## src/hdl/assert_macros.svh

```systemverilog
// Assertion macros shared by the calendar date adder modules.
// Expects clk and rst_n in the scope of each use.
`ifndef ASSERT_MACROS_SVH
`define ASSERT_MACROS_SVH

// Check an expression at every clock edge outside reset.
`define CDA_ASSERT(label, expr, msg) \
    label: assert property (@(posedge clk) disable iff (!rst_n) (expr)) \
        else $error(msg);

// Check that a condition is followed by another in the next cycle.
`define CDA_ASSERT_NEXT(label, ante, cons, msg) \
    label: assert property (@(posedge clk) disable iff (!rst_n) (ante) |=> (cons)) \
        else $error(msg);

`endif

```

## src/hdl/cda_pkg.sv

```systemverilog
// Types, microcode encoding and calendar helpers for the calendar date adder.
// No dependencies; every module file imports this package.
package cda_pkg;

    typedef struct packed {
        logic [1:0]  action;
        logic [15:0] amount;
        logic [15:0] set_year;
        logic [3:0]  set_month;
        logic [4:0]  set_day;
    } req_t;

    typedef struct packed {
        logic [15:0] year;
        logic [3:0]  month;
        logic [4:0]  day;
        logic        error;
    } res_t;

    localparam logic [1:0] ACT_SET    = 2'd0;
    localparam logic [1:0] ACT_DAYS   = 2'd1;
    localparam logic [1:0] ACT_MONTHS = 2'd2;
    localparam logic [1:0] ACT_YEARS  = 2'd3;

    typedef logic [3:0] op_t;
    localparam op_t OP_NOP       = 4'd0;
    localparam op_t OP_LOAD      = 4'd1;
    localparam op_t OP_LEAP      = 4'd2;
    localparam op_t OP_SET_CHECK = 4'd3;
    localparam op_t OP_WALK      = 4'd4;
    localparam op_t OP_DIV_INIT  = 4'd5;
    localparam op_t OP_DIV_STEP  = 4'd6;
    localparam op_t OP_MON_APPLY = 4'd7;
    localparam op_t OP_YEAR_ADD  = 4'd8;
    localparam op_t OP_FIX_DAY   = 4'd9;
    localparam op_t OP_EMIT      = 4'd10;

    typedef logic [1:0] seq_t;
    localparam seq_t SEQ_NEXT     = 2'd0;
    localparam seq_t SEQ_JUMP     = 2'd1;
    localparam seq_t SEQ_BRANCH   = 2'd2;
    localparam seq_t SEQ_DISPATCH = 2'd3;

    typedef logic [1:0] cond_t;
    localparam cond_t COND_NONE   = 2'd0;
    localparam cond_t COND_OVF    = 2'd1;
    localparam cond_t COND_FITS   = 2'd2;

    typedef logic [3:0] pc_t;
    localparam pc_t PC_IDLE     = 4'd0;
    localparam pc_t PC_SET      = 4'd1;
    localparam pc_t PC_SET_CHK  = 4'd2;
    localparam pc_t PC_DAYS     = 4'd3;
    localparam pc_t PC_WALK     = 4'd4;
    localparam pc_t PC_WALK_LP  = 4'd5;
    localparam pc_t PC_MONTHS   = 4'd6;
    localparam pc_t PC_DIV      = 4'd7;
    localparam pc_t PC_MON_APP  = 4'd8;
    localparam pc_t PC_FIX      = 4'd9;
    localparam pc_t PC_FIX_DAY  = 4'd10;
    localparam pc_t PC_YEARS    = 4'd11;
    localparam pc_t PC_EMIT     = 4'd12;

    typedef struct packed {
        op_t   op;
        seq_t  seq;
        cond_t cond;
        pc_t   target;
    } uword_t;

    typedef struct packed {
        logic ovf;
        logic fits;
        logic out_busy;
    } status_t;

    localparam logic [15:0] RESET_YEAR  = 16'd2001;
    localparam logic [3:0]  RESET_MONTH = 4'd1;
    localparam logic [4:0]  RESET_DAY   = 5'd1;
    localparam logic [3:0]  MONTHS      = 4'd12;

    // Reciprocal of 3 scaled by 2^17, exact for dividends below 2^16.
    localparam logic [15:0] INV3        = 16'd43691;

    // Multiplicative inverse of 25 modulo 2^16 and the largest multiple quotient.
    localparam logic [15:0] INV25       = 16'd23593;
    localparam logic [15:0] DIV25_LIMIT = 16'd2621;

    function automatic logic is_leap(input logic [15:0] y);
        logic [31:0] prod;
        logic        div25;
        prod  = 32'(y) * 32'(INV25);
        div25 = (prod[15:0] <= DIV25_LIMIT);
        return (y[1:0] == 2'd0) && (!div25 || (y[3:0] == 4'd0));
    endfunction

    function automatic logic [4:0] month_days(input logic [3:0] month, input logic leap);
        logic [4:0] len;
        case (month)
            4'd2:                      len = leap ? 5'd29 : 5'd28;
            4'd4, 4'd6, 4'd9, 4'd11:   len = 5'd30;
            default:                   len = 5'd31;
        endcase
        return len;
    endfunction

endpackage

```

## src/hdl/cda_ucode_rom.sv

```systemverilog
// Control store of the calendar date adder: one control word per step.
// Depends on cda_pkg.
module cda_ucode_rom (
    input  cda_pkg::pc_t    pc,
    output cda_pkg::uword_t uword
);
    import cda_pkg::*;

    always_comb
    begin
        case (pc)
            PC_IDLE:    uword = '{OP_LOAD,      SEQ_DISPATCH, COND_NONE,   PC_IDLE};
            PC_SET:     uword = '{OP_LEAP,      SEQ_NEXT,     COND_NONE,   PC_IDLE};
            PC_SET_CHK: uword = '{OP_SET_CHECK, SEQ_JUMP,     COND_NONE,   PC_EMIT};
            PC_DAYS:    uword = '{OP_LEAP,      SEQ_BRANCH,   COND_OVF,    PC_EMIT};
            PC_WALK:    uword = '{OP_WALK,      SEQ_BRANCH,   COND_FITS,   PC_EMIT};
            PC_WALK_LP: uword = '{OP_NOP,       SEQ_JUMP,     COND_NONE,   PC_DAYS};
            PC_MONTHS:  uword = '{OP_DIV_INIT,  SEQ_NEXT,     COND_NONE,   PC_IDLE};
            PC_DIV:     uword = '{OP_DIV_STEP,  SEQ_NEXT,     COND_NONE,   PC_IDLE};
            PC_MON_APP: uword = '{OP_MON_APPLY, SEQ_NEXT,     COND_NONE,   PC_IDLE};
            PC_FIX:     uword = '{OP_LEAP,      SEQ_BRANCH,   COND_OVF,    PC_EMIT};
            PC_FIX_DAY: uword = '{OP_FIX_DAY,   SEQ_JUMP,     COND_NONE,   PC_EMIT};
            PC_YEARS:   uword = '{OP_YEAR_ADD,  SEQ_JUMP,     COND_NONE,   PC_FIX};
            PC_EMIT:    uword = '{OP_EMIT,      SEQ_JUMP,     COND_NONE,   PC_IDLE};
            default:    uword = '{OP_NOP,       SEQ_JUMP,     COND_NONE,   PC_IDLE};
        endcase
    end

endmodule

```

## src/hdl/cda_sequencer.sv

```systemverilog
// Step counter of the calendar date adder: holds, advances, jumps, branches and dispatches.
// Depends on cda_pkg and assert_macros.svh.
`include "assert_macros.svh"

module cda_sequencer (
    input  logic             clk,
    input  logic             rst_n,
    input  cda_pkg::uword_t  uword,
    input  cda_pkg::status_t status,
    input  logic             req_valid,
    input  logic [1:0]       action,
    output cda_pkg::pc_t     pc,
    output logic             run
);
    import cda_pkg::*;

    pc_t  pc_reg;
    pc_t  pc_next;
    logic cond_true;
    pc_t  entry;

    always_comb
    begin
        case (uword.cond)
            COND_OVF:    cond_true = status.ovf;
            COND_FITS:   cond_true = status.fits;
            default:     cond_true = 1'b0;
        endcase
    end

    always_comb
    begin
        case (action)
            ACT_SET:    entry = PC_SET;
            ACT_DAYS:   entry = PC_DAYS;
            ACT_MONTHS: entry = PC_MONTHS;
            default:    entry = PC_YEARS;
        endcase
    end

    assign run = !((uword.op == OP_LOAD && !req_valid) ||
                   (uword.op == OP_EMIT && status.out_busy));

    always_comb
    begin
        pc_next = pc_reg;
        if (run)
        begin
            case (uword.seq)
                SEQ_NEXT:     pc_next = pc_reg + 4'd1;
                SEQ_JUMP:     pc_next = uword.target;
                SEQ_BRANCH:   pc_next = cond_true ? uword.target : pc_reg + 4'd1;
                SEQ_DISPATCH: pc_next = entry;
                default:      pc_next = PC_IDLE;
            endcase
        end
    end

    always_ff @(posedge clk or negedge rst_n)
    begin
        if (!rst_n)
        begin
            pc_reg <= PC_IDLE;
        end
        else
        begin
            pc_reg <= pc_next;
        end
    end

    assign pc = pc_reg;

    `CDA_ASSERT_NEXT(a_emit_to_idle, run && uword.op == OP_EMIT, pc_reg == PC_IDLE, "emit did not return to idle")

endmodule

```

## src/hdl/cda_datapath.sv

```systemverilog
// Date registers, working registers and result register of the calendar date adder.
// Depends on cda_pkg and assert_macros.svh.
`include "assert_macros.svh"

module cda_datapath (
    input  logic              clk,
    input  logic              rst_n,
    input  cda_pkg::uword_t   uword,
    input  logic              run,
    input  cda_pkg::req_t     req,
    input  logic              res_stall,
    output logic              res_valid,
    output cda_pkg::res_t     res,
    output cda_pkg::status_t  status
);
    import cda_pkg::*;

    logic [15:0] cur_year_reg, cur_year_next;
    logic [3:0]  cur_month_reg, cur_month_next;
    logic [4:0]  cur_day_reg, cur_day_next;
    logic [16:0] wy_reg, wy_next;
    logic [3:0]  wm_reg, wm_next;
    logic [4:0]  wd_reg, wd_next;
    logic [15:0] n_reg, n_next;
    logic        err_reg, err_next;
    logic        leap_reg, leap_next;
    logic [16:0] dq_reg, dq_next;
    logic [3:0]  rem_reg, rem_next;
    logic        res_valid_reg, res_valid_next;
    res_t        res_reg, res_next;

    logic [4:0]  md;
    logic [16:0] sum_dn;
    logic        fits;
    logic [3:0]  m_adv;
    logic [16:0] y_adv;
    logic [31:0] div_prod;
    logic [12:0] div_q;
    logic        set_bad;
    logic        commit_ok;

    always_comb
    begin
        md        = month_days(wm_reg, leap_reg);
        sum_dn    = {1'b0, n_reg} + 17'(wd_reg);
        fits      = (sum_dn <= 17'(md));
        m_adv     = (wm_reg >= MONTHS) ? 4'd1 : wm_reg + 4'd1;
        y_adv     = (wm_reg >= MONTHS) ? wy_reg + 17'd1 : wy_reg;
        div_prod  = 32'(dq_reg[16:2]) * 32'(INV3);
        div_q     = div_prod[29:17];
        set_bad   = (wm_reg == 4'd0) || (wm_reg > MONTHS) || (wd_reg == 5'd0) || (wd_reg > md);
        commit_ok = !err_reg && !wy_reg[16];
    end

    always_comb
    begin
        cur_year_next  = cur_year_reg;
        cur_month_next = cur_month_reg;
        cur_day_next   = cur_day_reg;
        wy_next        = wy_reg;
        wm_next        = wm_reg;
        wd_next        = wd_reg;
        n_next         = n_reg;
        err_next       = err_reg;
        leap_next      = leap_reg;
        dq_next        = dq_reg;
        rem_next       = rem_reg;
        res_next       = res_reg;
        res_valid_next = res_valid_reg && res_stall;
        if (run)
        begin
            case (uword.op)
                OP_LOAD:
                begin
                    n_next   = req.amount;
                    err_next = 1'b0;
                    if (req.action == ACT_SET)
                    begin
                        wy_next = {1'b0, req.set_year};
                        wm_next = req.set_month;
                        wd_next = req.set_day;
                    end
                    else
                    begin
                        wy_next = {1'b0, cur_year_reg};
                        wm_next = cur_month_reg;
                        wd_next = cur_day_reg;
                    end
                end
                OP_LEAP:
                begin
                    leap_next = is_leap(wy_reg[15:0]);
                end
                OP_SET_CHECK:
                begin
                    err_next = set_bad;
                end
                OP_WALK:
                begin
                    if (fits)
                    begin
                        wd_next = sum_dn[4:0];
                    end
                    else
                    begin
                        n_next  = n_reg - (16'(md) - 16'(wd_reg));
                        wd_next = 5'd0;
                        wm_next = m_adv;
                        wy_next = y_adv;
                    end
                end
                OP_DIV_INIT:
                begin
                    dq_next = 17'(wm_reg) + 17'(n_reg) - 17'd1;
                end
                OP_DIV_STEP:
                begin
                    rem_next = dq_reg[3:0] - ({div_q[1:0], 2'b00} + {div_q[0], 3'b000});
                    dq_next  = 17'(div_q);
                end
                OP_MON_APPLY:
                begin
                    wm_next = rem_reg + 4'd1;
                    wy_next = wy_reg + dq_reg;
                end
                OP_YEAR_ADD:
                begin
                    wy_next = wy_reg + {1'b0, n_reg};
                end
                OP_FIX_DAY:
                begin
                    if (wd_reg > md)
                    begin
                        wd_next = 5'd1;
                        wm_next = m_adv;
                        wy_next = y_adv;
                    end
                end
                OP_EMIT:
                begin
                    res_valid_next = 1'b1;
                    res_next.error = !commit_ok;
                    if (commit_ok)
                    begin
                        cur_year_next  = wy_reg[15:0];
                        cur_month_next = wm_reg;
                        cur_day_next   = wd_reg;
                        res_next.year  = wy_reg[15:0];
                        res_next.month = wm_reg;
                        res_next.day   = wd_reg;
                    end
                    else
                    begin
                        res_next.year  = cur_year_reg;
                        res_next.month = cur_month_reg;
                        res_next.day   = cur_day_reg;
                    end
                end
                default:
                begin
                end
            endcase
        end
    end

    always_ff @(posedge clk or negedge rst_n)
    begin
        if (!rst_n)
        begin
            cur_year_reg  <= RESET_YEAR;
            cur_month_reg <= RESET_MONTH;
            cur_day_reg   <= RESET_DAY;
            res_valid_reg <= 1'b0;
        end
        else
        begin
            cur_year_reg  <= cur_year_next;
            cur_month_reg <= cur_month_next;
            cur_day_reg   <= cur_day_next;
            res_valid_reg <= res_valid_next;
        end
    end

    always_ff @(posedge clk)
    begin
        wy_reg   <= wy_next;
        wm_reg   <= wm_next;
        wd_reg   <= wd_next;
        n_reg    <= n_next;
        err_reg  <= err_next;
        leap_reg <= leap_next;
        dq_reg   <= dq_next;
        rem_reg  <= rem_next;
        res_reg  <= res_next;
    end

    assign res_valid       = res_valid_reg;
    assign res             = res_reg;
    assign status.ovf      = wy_reg[16];
    assign status.fits     = fits;
    assign status.out_busy = res_valid_reg && res_stall;

    `CDA_ASSERT(a_month_range, cur_month_reg >= 4'd1 && cur_month_reg <= MONTHS, "stored month out of range")
    `CDA_ASSERT(a_day_range, cur_day_reg != 5'd0 && cur_day_reg <= month_days(cur_month_reg, is_leap(cur_year_reg)), "stored day out of range")

endmodule

```

## src/hdl/calendar_date_adder.sv

```systemverilog
// Top level of the calendar date adder: control store, sequencer and datapath.
// Depends on cda_pkg, cda_ucode_rom, cda_sequencer and cda_datapath.
//
//   channel   direction   handshake               payload
//   request   in          req_valid / req_stall   req_data (cda_pkg::req_t)
//   result    out         res_valid / res_stall   res_data (cda_pkg::res_t)
//
// Each request runs a microcode program on the one shared datapath, step by step:
//   set date loads, checks and emits; add years adds and corrects the day; add months
//   divides by 12 by reciprocal in one step; add days walks one month boundary at a time.
// Reset gives 2001-01-01 and an empty result register; no clearing pass is needed.
// The next request is taken while a result waits; the emit step holds under res_stall.
module calendar_date_adder (
    input  logic            clk,
    input  logic            rst_n,
    input  logic            req_valid,
    output logic            req_stall,
    input  cda_pkg::req_t   req_data,
    output logic            res_valid,
    input  logic            res_stall,
    output cda_pkg::res_t   res_data
);
    import cda_pkg::*;

    pc_t     pc;
    uword_t  uword;
    status_t status;
    logic    run;

    cda_ucode_rom u_rom (
        .pc    (pc),
        .uword (uword)
    );

    cda_sequencer u_seq (
        .clk       (clk),
        .rst_n     (rst_n),
        .uword     (uword),
        .status    (status),
        .req_valid (req_valid),
        .action    (req_data.action),
        .pc        (pc),
        .run       (run)
    );

    cda_datapath u_dp (
        .clk       (clk),
        .rst_n     (rst_n),
        .uword     (uword),
        .run       (run),
        .req       (req_data),
        .res_stall (res_stall),
        .res_valid (res_valid),
        .res       (res_data),
        .status    (status)
    );

    assign req_stall = (uword.op != OP_LOAD);

endmodule
```

## config.mk

```make
export PLATFORM = sky130hd
export DESIGN_NAME = calendar_date_adder
export DESIGN_NICKNAME = d
export VERILOG_FILES = /design/src/hdl/cda_pkg.sv /design/src/hdl/cda_ucode_rom.sv /design/src/hdl/cda_sequencer.sv /design/src/hdl/cda_datapath.sv /design/src/hdl/calendar_date_adder.sv
export VERILOG_INCLUDE_DIRS = /design/src /design/src/hdl
export SDC_FILE = /design/constraint.sdc
export NUM_CORES = 1
export LEC_CHECK = 0
export ABC_CLOCK_PERIOD_IN_PS = 9400
export BUFFER_PORTS_ARGS = -buffer_cell sky130_fd_sc_hd__buf_4
export CORE_MARGIN = 2
export CORE_UTILIZATION = 36
export DETAILED_ROUTE_END_ITERATION = 8
export PLACE_DENSITY = 0.52
export SLEW_MARGIN = 20
export SYNTH_ARGS = -nofsm -noshare
export SYNTH_HDL_FRONTEND = slang
export SYNTH_HIERARCHICAL = 1
export SYNTH_SLANG_ARGS = --single-unit
```

## constraint.sdc

```tcl
create_clock -name clk -period 9.4 [get_ports clk]
set_clock_uncertainty 0.05 [all_clocks]
set_input_delay 1.41 -clock clk [delete_from_list [all_inputs] [get_ports clk]]
set_output_delay 1.41 -clock clk [all_outputs]
set_load 0.005 [all_outputs]
```

# After elaboration in Yosys (flattened, before gate mapping)

Memories as Yosys holds them, arrays and structs flattened.
Index checks and enable logic that the tools add are counted.

Input bits: 47
Bits in registers: 121
Word-level logic and storage cells: 129
ROM bits: 192
Output and inout port bits: 28
Memories kept: 1

Memories:

| name            | depth | bits a word | rd ports | clocked after memory_dff | wr ports | RTL line            | text |
|---|---|---|---|---|---|---|---|
| (no name shown) | 16    | 12          | 1        | 0                        | 0        | cda_ucode_rom.sv:11 | `case (pc)` |

Multiplexer cells: 27
Equal/unequal tests: 25
Bitwise logic cells: 1
Reductions and logical operators: 38
$mul: 2
Add/subtract/negate cells: 13
Magnitude comparators: 5

Operators by type and width:

| kind                                                                     | number |
|---|---|
| 17-bit one-hot mux with 5 select lines                                   | 1 |
| 17-bit two-way mux                                                       | 3 |
| 17-bit one-hot mux with 2 select lines                                   | 1 |
| 16-bit two-way mux                                                       | 2 |
| 16-bit one-hot mux with 2 select lines                                   | 1 |
| 4-bit one-hot mux with 4 select lines                                    | 2 |
| 15-bit by 16-bit multiplier with 30-bit output (second input constant)   | 1 |
| 25-bit two-way mux                                                       | 1 |
| 4-bit by 3-bit equality test with 1-bit output (second input constant)   | 6 |
| 4-bit equality test (second input constant)                              | 5 |
| 4-bit two-way mux                                                        | 5 |
| 16-bit by 5-bit adder with 17-bit output                                 | 1 |
| 17-bit by 1-bit adder with 17-bit output (second input constant)         | 1 |
| 17-bit by 16-bit adder with 17-bit output                                | 1 |
| 17-bit adder                                                             | 1 |
| 4-bit by 16-bit adder with 17-bit output                                 | 1 |
| 17-bit by 5-bit <= comparator with 1-bit output                          | 1 |
| 17-bit by 1-bit subtractor with 17-bit output (second input constant)    | 1 |
| 16-bit by 12-bit <= comparator with 1-bit output (second input constant) | 1 |
| 16-bit by 15-bit multiplier with 16-bit output (second input constant)   | 1 |
| 16-bit subtractor                                                        | 1 |
| 5-bit two-way mux                                                        | 3 |
| 5-bit one-hot mux with 3 select lines                                    | 1 |
| 4-bit by 1-bit adder with 4-bit output (second input constant)           | 3 |
| other kinds (32)                                                         | 66 |

# Longest topological paths before layout

Depth after elaboration: 7
Gate-level depth with buffers: 22
Mapped depth without buffers: 20

# By module

Netlist, hierarchy kept.

By module, submodules not included:

| module              | area an instance (µm²) | seq. area each (µm²) | cells an instance | times used |
|---|---|---|---|---|
| cda_datapath        | 13306.5                | 3394.5               | 1379              | 1 |
| cda_sequencer       | 430.4                  | 100.1                | 52                | 1 |
| cda_ucode_rom       | 307.8                  | 0.0                  | 37                | 1 |
| calendar_date_adder | 10.0                   | 0.0                  | 1                 | 1 |

# Worst setup path after synthesis

Ideal clock, no wire load.

Path kind: register -> register
Start: register u_dp.dq_reg[13]
End: register u_dp.rem_reg[3] (data pin)
Setup time: 262 ps
Data required time: 9088 ps
Stages on the path, launching flop included: 19
Clock period less this slack: 5495 ps
Path buffers: 0
Arrival time: 5183 ps
Slack: 3905 ps
Cells stage by stage: edfxtp_1 -> ha_1 -> fa_1 -> inv_1 -> fa_1 -> inv_1 -> fa_1 -> inv_1 -> fa_1 -> inv_1 -> fa_1 -> ha_1 -> nand4_1 -> o31ai_1 -> xor2_1 -> ha_1 -> xor2_1 -> xnor2_1 -> xnor2_1

Longest elaborated chain between the ends: 3

Ends and longest elaborated chain:

| what                                           | RTL line            | text |
|---|---|---|
| start, declared                                | cda_datapath.sv:27  | `logic [16:0] dq_reg, dq_next;` |
| start signal, assigned                         | cda_datapath.sv:192 | `dq_reg <= dq_next;` |
| 15-bit by 16-bit multiplier with 30-bit output | cda_datapath.sv:49  | `div_prod = 32'(dq_reg[16:2]) * 32'(INV3);` |
| 4-bit adder                                    | cda_datapath.sv:118 | `rem_next = dq_reg[3:0] - ({div_q[1:0], 2'b00} + {div_q[0], 3'b000});` |
| 4-bit subtractor                               | cda_datapath.sv:118 |  |
| end signal, assigned                           | cda_datapath.sv:193 | `rem_reg <= rem_next;` |
| end, declared                                  | cda_datapath.sv:28  | `logic [3:0] rem_reg, rem_next;` |

No other way between the ends.
A chain may end at the register's enable or synchronous reset.

# Worst setup path in the final report

Start: register u_dp.dq_reg[5]
End: register u_dp.rem_reg[3] (data pin)

The elaborated chain is that of the path after synthesis.

==> results.sh <==
export IMPL_slew_headroom_pct=30.9
export IMPL_synth_edf_count=91
export IMPL_io_buffers=74
export IMPL_seq_area_frac_synth_pct=24.9
export IMPL_synthDistinctLibCells=86
export IMPL_antenna_found_initial=0
export IMPL_drt_pass1_iterations=5
export IMPL_grt_pass1_wl_um=57200
export IMPL_initial_core_util_pct=36.5
export IMPL_overflow=0
export IMPL_cp_end_kind="flip-flop"
export IMPL_crit_fanout=4
export IMPL_final_util_pct=41.0
export IMPL_holdWs_ps=441
export IMPL_cts_max_path_buffers=2
export IMPL_drt_iter0_markers=488
export IMPL_drc=0
export IMPL_netlist_area_leader_share_pct=22.3
export IMPL_post_cts_buffers=0
export IMPL_hold_viol=0
export IMPL_period_needed_ps=5920
export IMPL_cts_resized=0
export IMPL_syn_inst=1469
export IMPL_finalCritPeriodShare_pct=63.0
export IMPL_cts_hold_buf=0
export IMPL_htree_levels=4
export IMPL_async_flop_share_pct=24.8
export IMPL_cpLargestDelayFamily="adder cells"
export IMPL_ys_flop_type="edfxtp_1"
export IMPL_grt_pass1_vias=10700
export IMPL_crit_path_start_kind="flip-flop"
export IMPL_cts_buffers=17
export IMPL_met2WireLength_um=16500
export IMPL_drt_wl_total_um=34900
export IMPL_diodes=0
export IMPL_gp_congestion=0.860
export IMPL_worstMarginPinSlew_ps=1030
export IMPL_path_common_cell="ha_1"
export IMPL_cp_arrival_ps=6050
export IMPL_hold_path_class="reg2reg"
export IMPL_grt_usage_pct=17.9
export IMPL_path_cells="ha_1 -> ha_1 -> ha_1 -> xor2_1 -> fa_1 -> inv_1 -> fa_1 -> inv_1 -> fa_1 -> inv_1 -> ha_1 -> a211oi_1 -> nand3_1 -> a31oi_1 -> o31ai_1 -> xor2_1 -> ha_1 -> xor2_1 -> xnor2_1 -> xnor2_1"
export IMPL_area_delta_synth_final_pct=12.3
export IMPL_synth_top_cells_by_area="ha_1, edfxtp_1, fa_1"
export IMPL_worstPathRequired_ps=9530
export IMPL_setup_viol=0
export IMPL_syn_avg_cell_area_um2=9.57
export IMPL_largest_reg_flops=26
export IMPL_fill_cells=3873
export IMPL_fp_dieH_um=202
export IMPL_synth_area_leader_cell="ha_1"
export IMPL_clock_sinks=121
export IMPL_ys_warn_count=6
export IMPL_regArea_um2=3490
export IMPL_core_um2=38600
export IMPL_status="completed"
export IMPL_fin_tns_setup_ps=0
export IMPL_wl_met3_um=898
export IMPL_drive_above_1_share_pct=11.9
export IMPL_die_x_um=202
export IMPL_wl_met1_um=17000
export IMPL_path_clk_slew_ps=70
export IMPL_cpMaxStageDelayCell="fa_1"
export IMPL_die_area_um2=40600
export IMPL_grt_max_degree=36
export IMPL_finalNonFillerCells=2070
export IMPL_top_layer="met4"
export IMPL_drtAntennaViolNets=0
export IMPL_max_stage_delay_ps=530
export IMPL_report_final_slew_viol_count=0
export IMPL_io_pins=75
export IMPL_yosys_register_bits=121
export IMPL_dp_cells=2038
export IMPL_dpl_hpwl_um=28300
export IMPL_clk_latency_ps=440
export IMPL_cts_tree="yes"
export IMPL_vias=10500
export IMPL_fmax_mhz=169
export IMPL_fin_nets=1917
export IMPL_rsz0062_at_grt="false"
export IMPL_multi_input_area_um2=9670
export IMPL_cp_buffers_inverters=3
export IMPL_path_class="reg2reg"
export IMPL_rows=72
export IMPL_wl_per_cell_um=16.9
export IMPL_synth_area_um2=14100
export IMPL_maxCapViolations=0
export IMPL_cts_root_buf="clkbuf_16"
export IMPL_synth_fp_nets=1847
export IMPL_vias_per_cell=5.06
kinds of logic (layout without fill, tap and decap cells):
logic type      Yosys count  after routing  synth area share [%]
buf+inv                 236            319                  6.47
fa+ha+maj               331            331                  33.8
mux                      48             48                  3.70
compound gates          294            294                  13.2
flops                   121            121                  24.9
xor+xnor                 90             90                  5.61
simple gates            349            349                  12.3
Yosys cell counts, types with 4 or more instances:
library cell	count
a211oi_1	11
a21o_1	20
a21oi_1	88
a31oi_1	8
and2_1	9
and3_1	12
buf_4	4
clkbuf_1	25
dfrtp_1	21
dfstp_2	9
edfxtp_1	91
fa_1	81
ha_1	250
inv_1	203
mux2_2	22
mux2i_1	25
nand2_1	138
nand2b_1	15
nand3_1	34
nand4_1	10
nor2_1	52
nor2b_1	16
nor3_1	16
nor4_1	4
nor4b_1	4
o211ai_1	4
o21a_1	6
o21ai_0	79
o21ai_1	12
o21ai_2	5
o21bai_1	8
o31ai_1	7
or3_1	12
xnor2_1	60
xor2_1	30
path summary, 6_finish.rpt:
path,startpoint,endpoint,slack (ps),cells after the start
max,u_dp/dq_reg[5],u_dp/rem_reg[3],3480,20
min,u_dp/cur_month_reg[0],u_dp/cur_month_reg[0],440,2
max reg2reg,u_dp/dq_reg[5],u_dp/rem_reg[3],3480,20
min reg2reg,u_dp/cur_month_reg[0],u_dp/cur_month_reg[0],440,2
max in group asynchronous,rst_n,u_dp/cur_day_reg[0],8080,1
min in group asynchronous,rst_n,u_dp/cur_year_reg[2],860,1
layout make-up:
cell class	instances	share of cell area, %
Clock inverter	14	0.919
Inverter	204	4.85
Tap cell	518	4.10
Sequential cell	121	22.1
Clock buffer	18	2.78
Multi-Input combinational cell	1112	61.3
Timing Repair Buffer	83	3.95
cells in the final DEF, fill, tap and decap left out, types with 6 or more instances in the layout:
cell / n
nand3_1: 34
or3_1: 12
nor2_1: 51
mux2i_1: 25
inv_1: 203
and2_1: 9
nor3_1: 15
clkbuf_16: 17
dfrtp_1: 21
fa_1: 81
dfstp_2: 9
a21o_1: 20
a211oi_1: 11
o21ai_0: 78
nor2b_1: 16
edfxtp_1: 91
nand2_1: 138
nand4_1: 10
o21ai_1: 13
o31ai_1: 6
and3_1: 12
o21bai_1: 8
nand2b_1: 15
ha_1: 250
a21oi_1: 88
buf_4: 83
o21a_1: 6
mux2_2: 22
xnor2_1: 60
xor2_1: 30
a31oi_1: 8
routing by layer:
layer	track usage, %	up-vias
met5	0	-
li1	-	5253
met4	4.41	0
met3	2.43	30
met1	24.3	5043
met2	30.2	145
worst reg2reg max path: stages, from the launching register on:
cell	delay (ps)
edfxtp_1	450
ha_1	380
ha_1	370
ha_1	360
xor2_1	160
fa_1	490
inv_1	60
fa_1	530
inv_1	50
fa_1	490
inv_1	40
ha_1	310
a211oi_1	320
nand3_1	120
a31oi_1	290
o31ai_1	160
xor2_1	340
ha_1	240
xor2_1	190
xnor2_1	170
xnor2_1	90
stage by stage:
stage,setup WS (ps),area (um^2)
6_report,3480,15800
3_5_place_dp,3500,15200
2_1_floorplan,3900,14100
3_3_place_gp,3610,15200
5_1_grt,2960,15800
4_1_cts,3480,15800
Power is left out: the tool's default activity adds up to more than one toggle a clock period on the data nets, which glitch-free logic cannot reach.
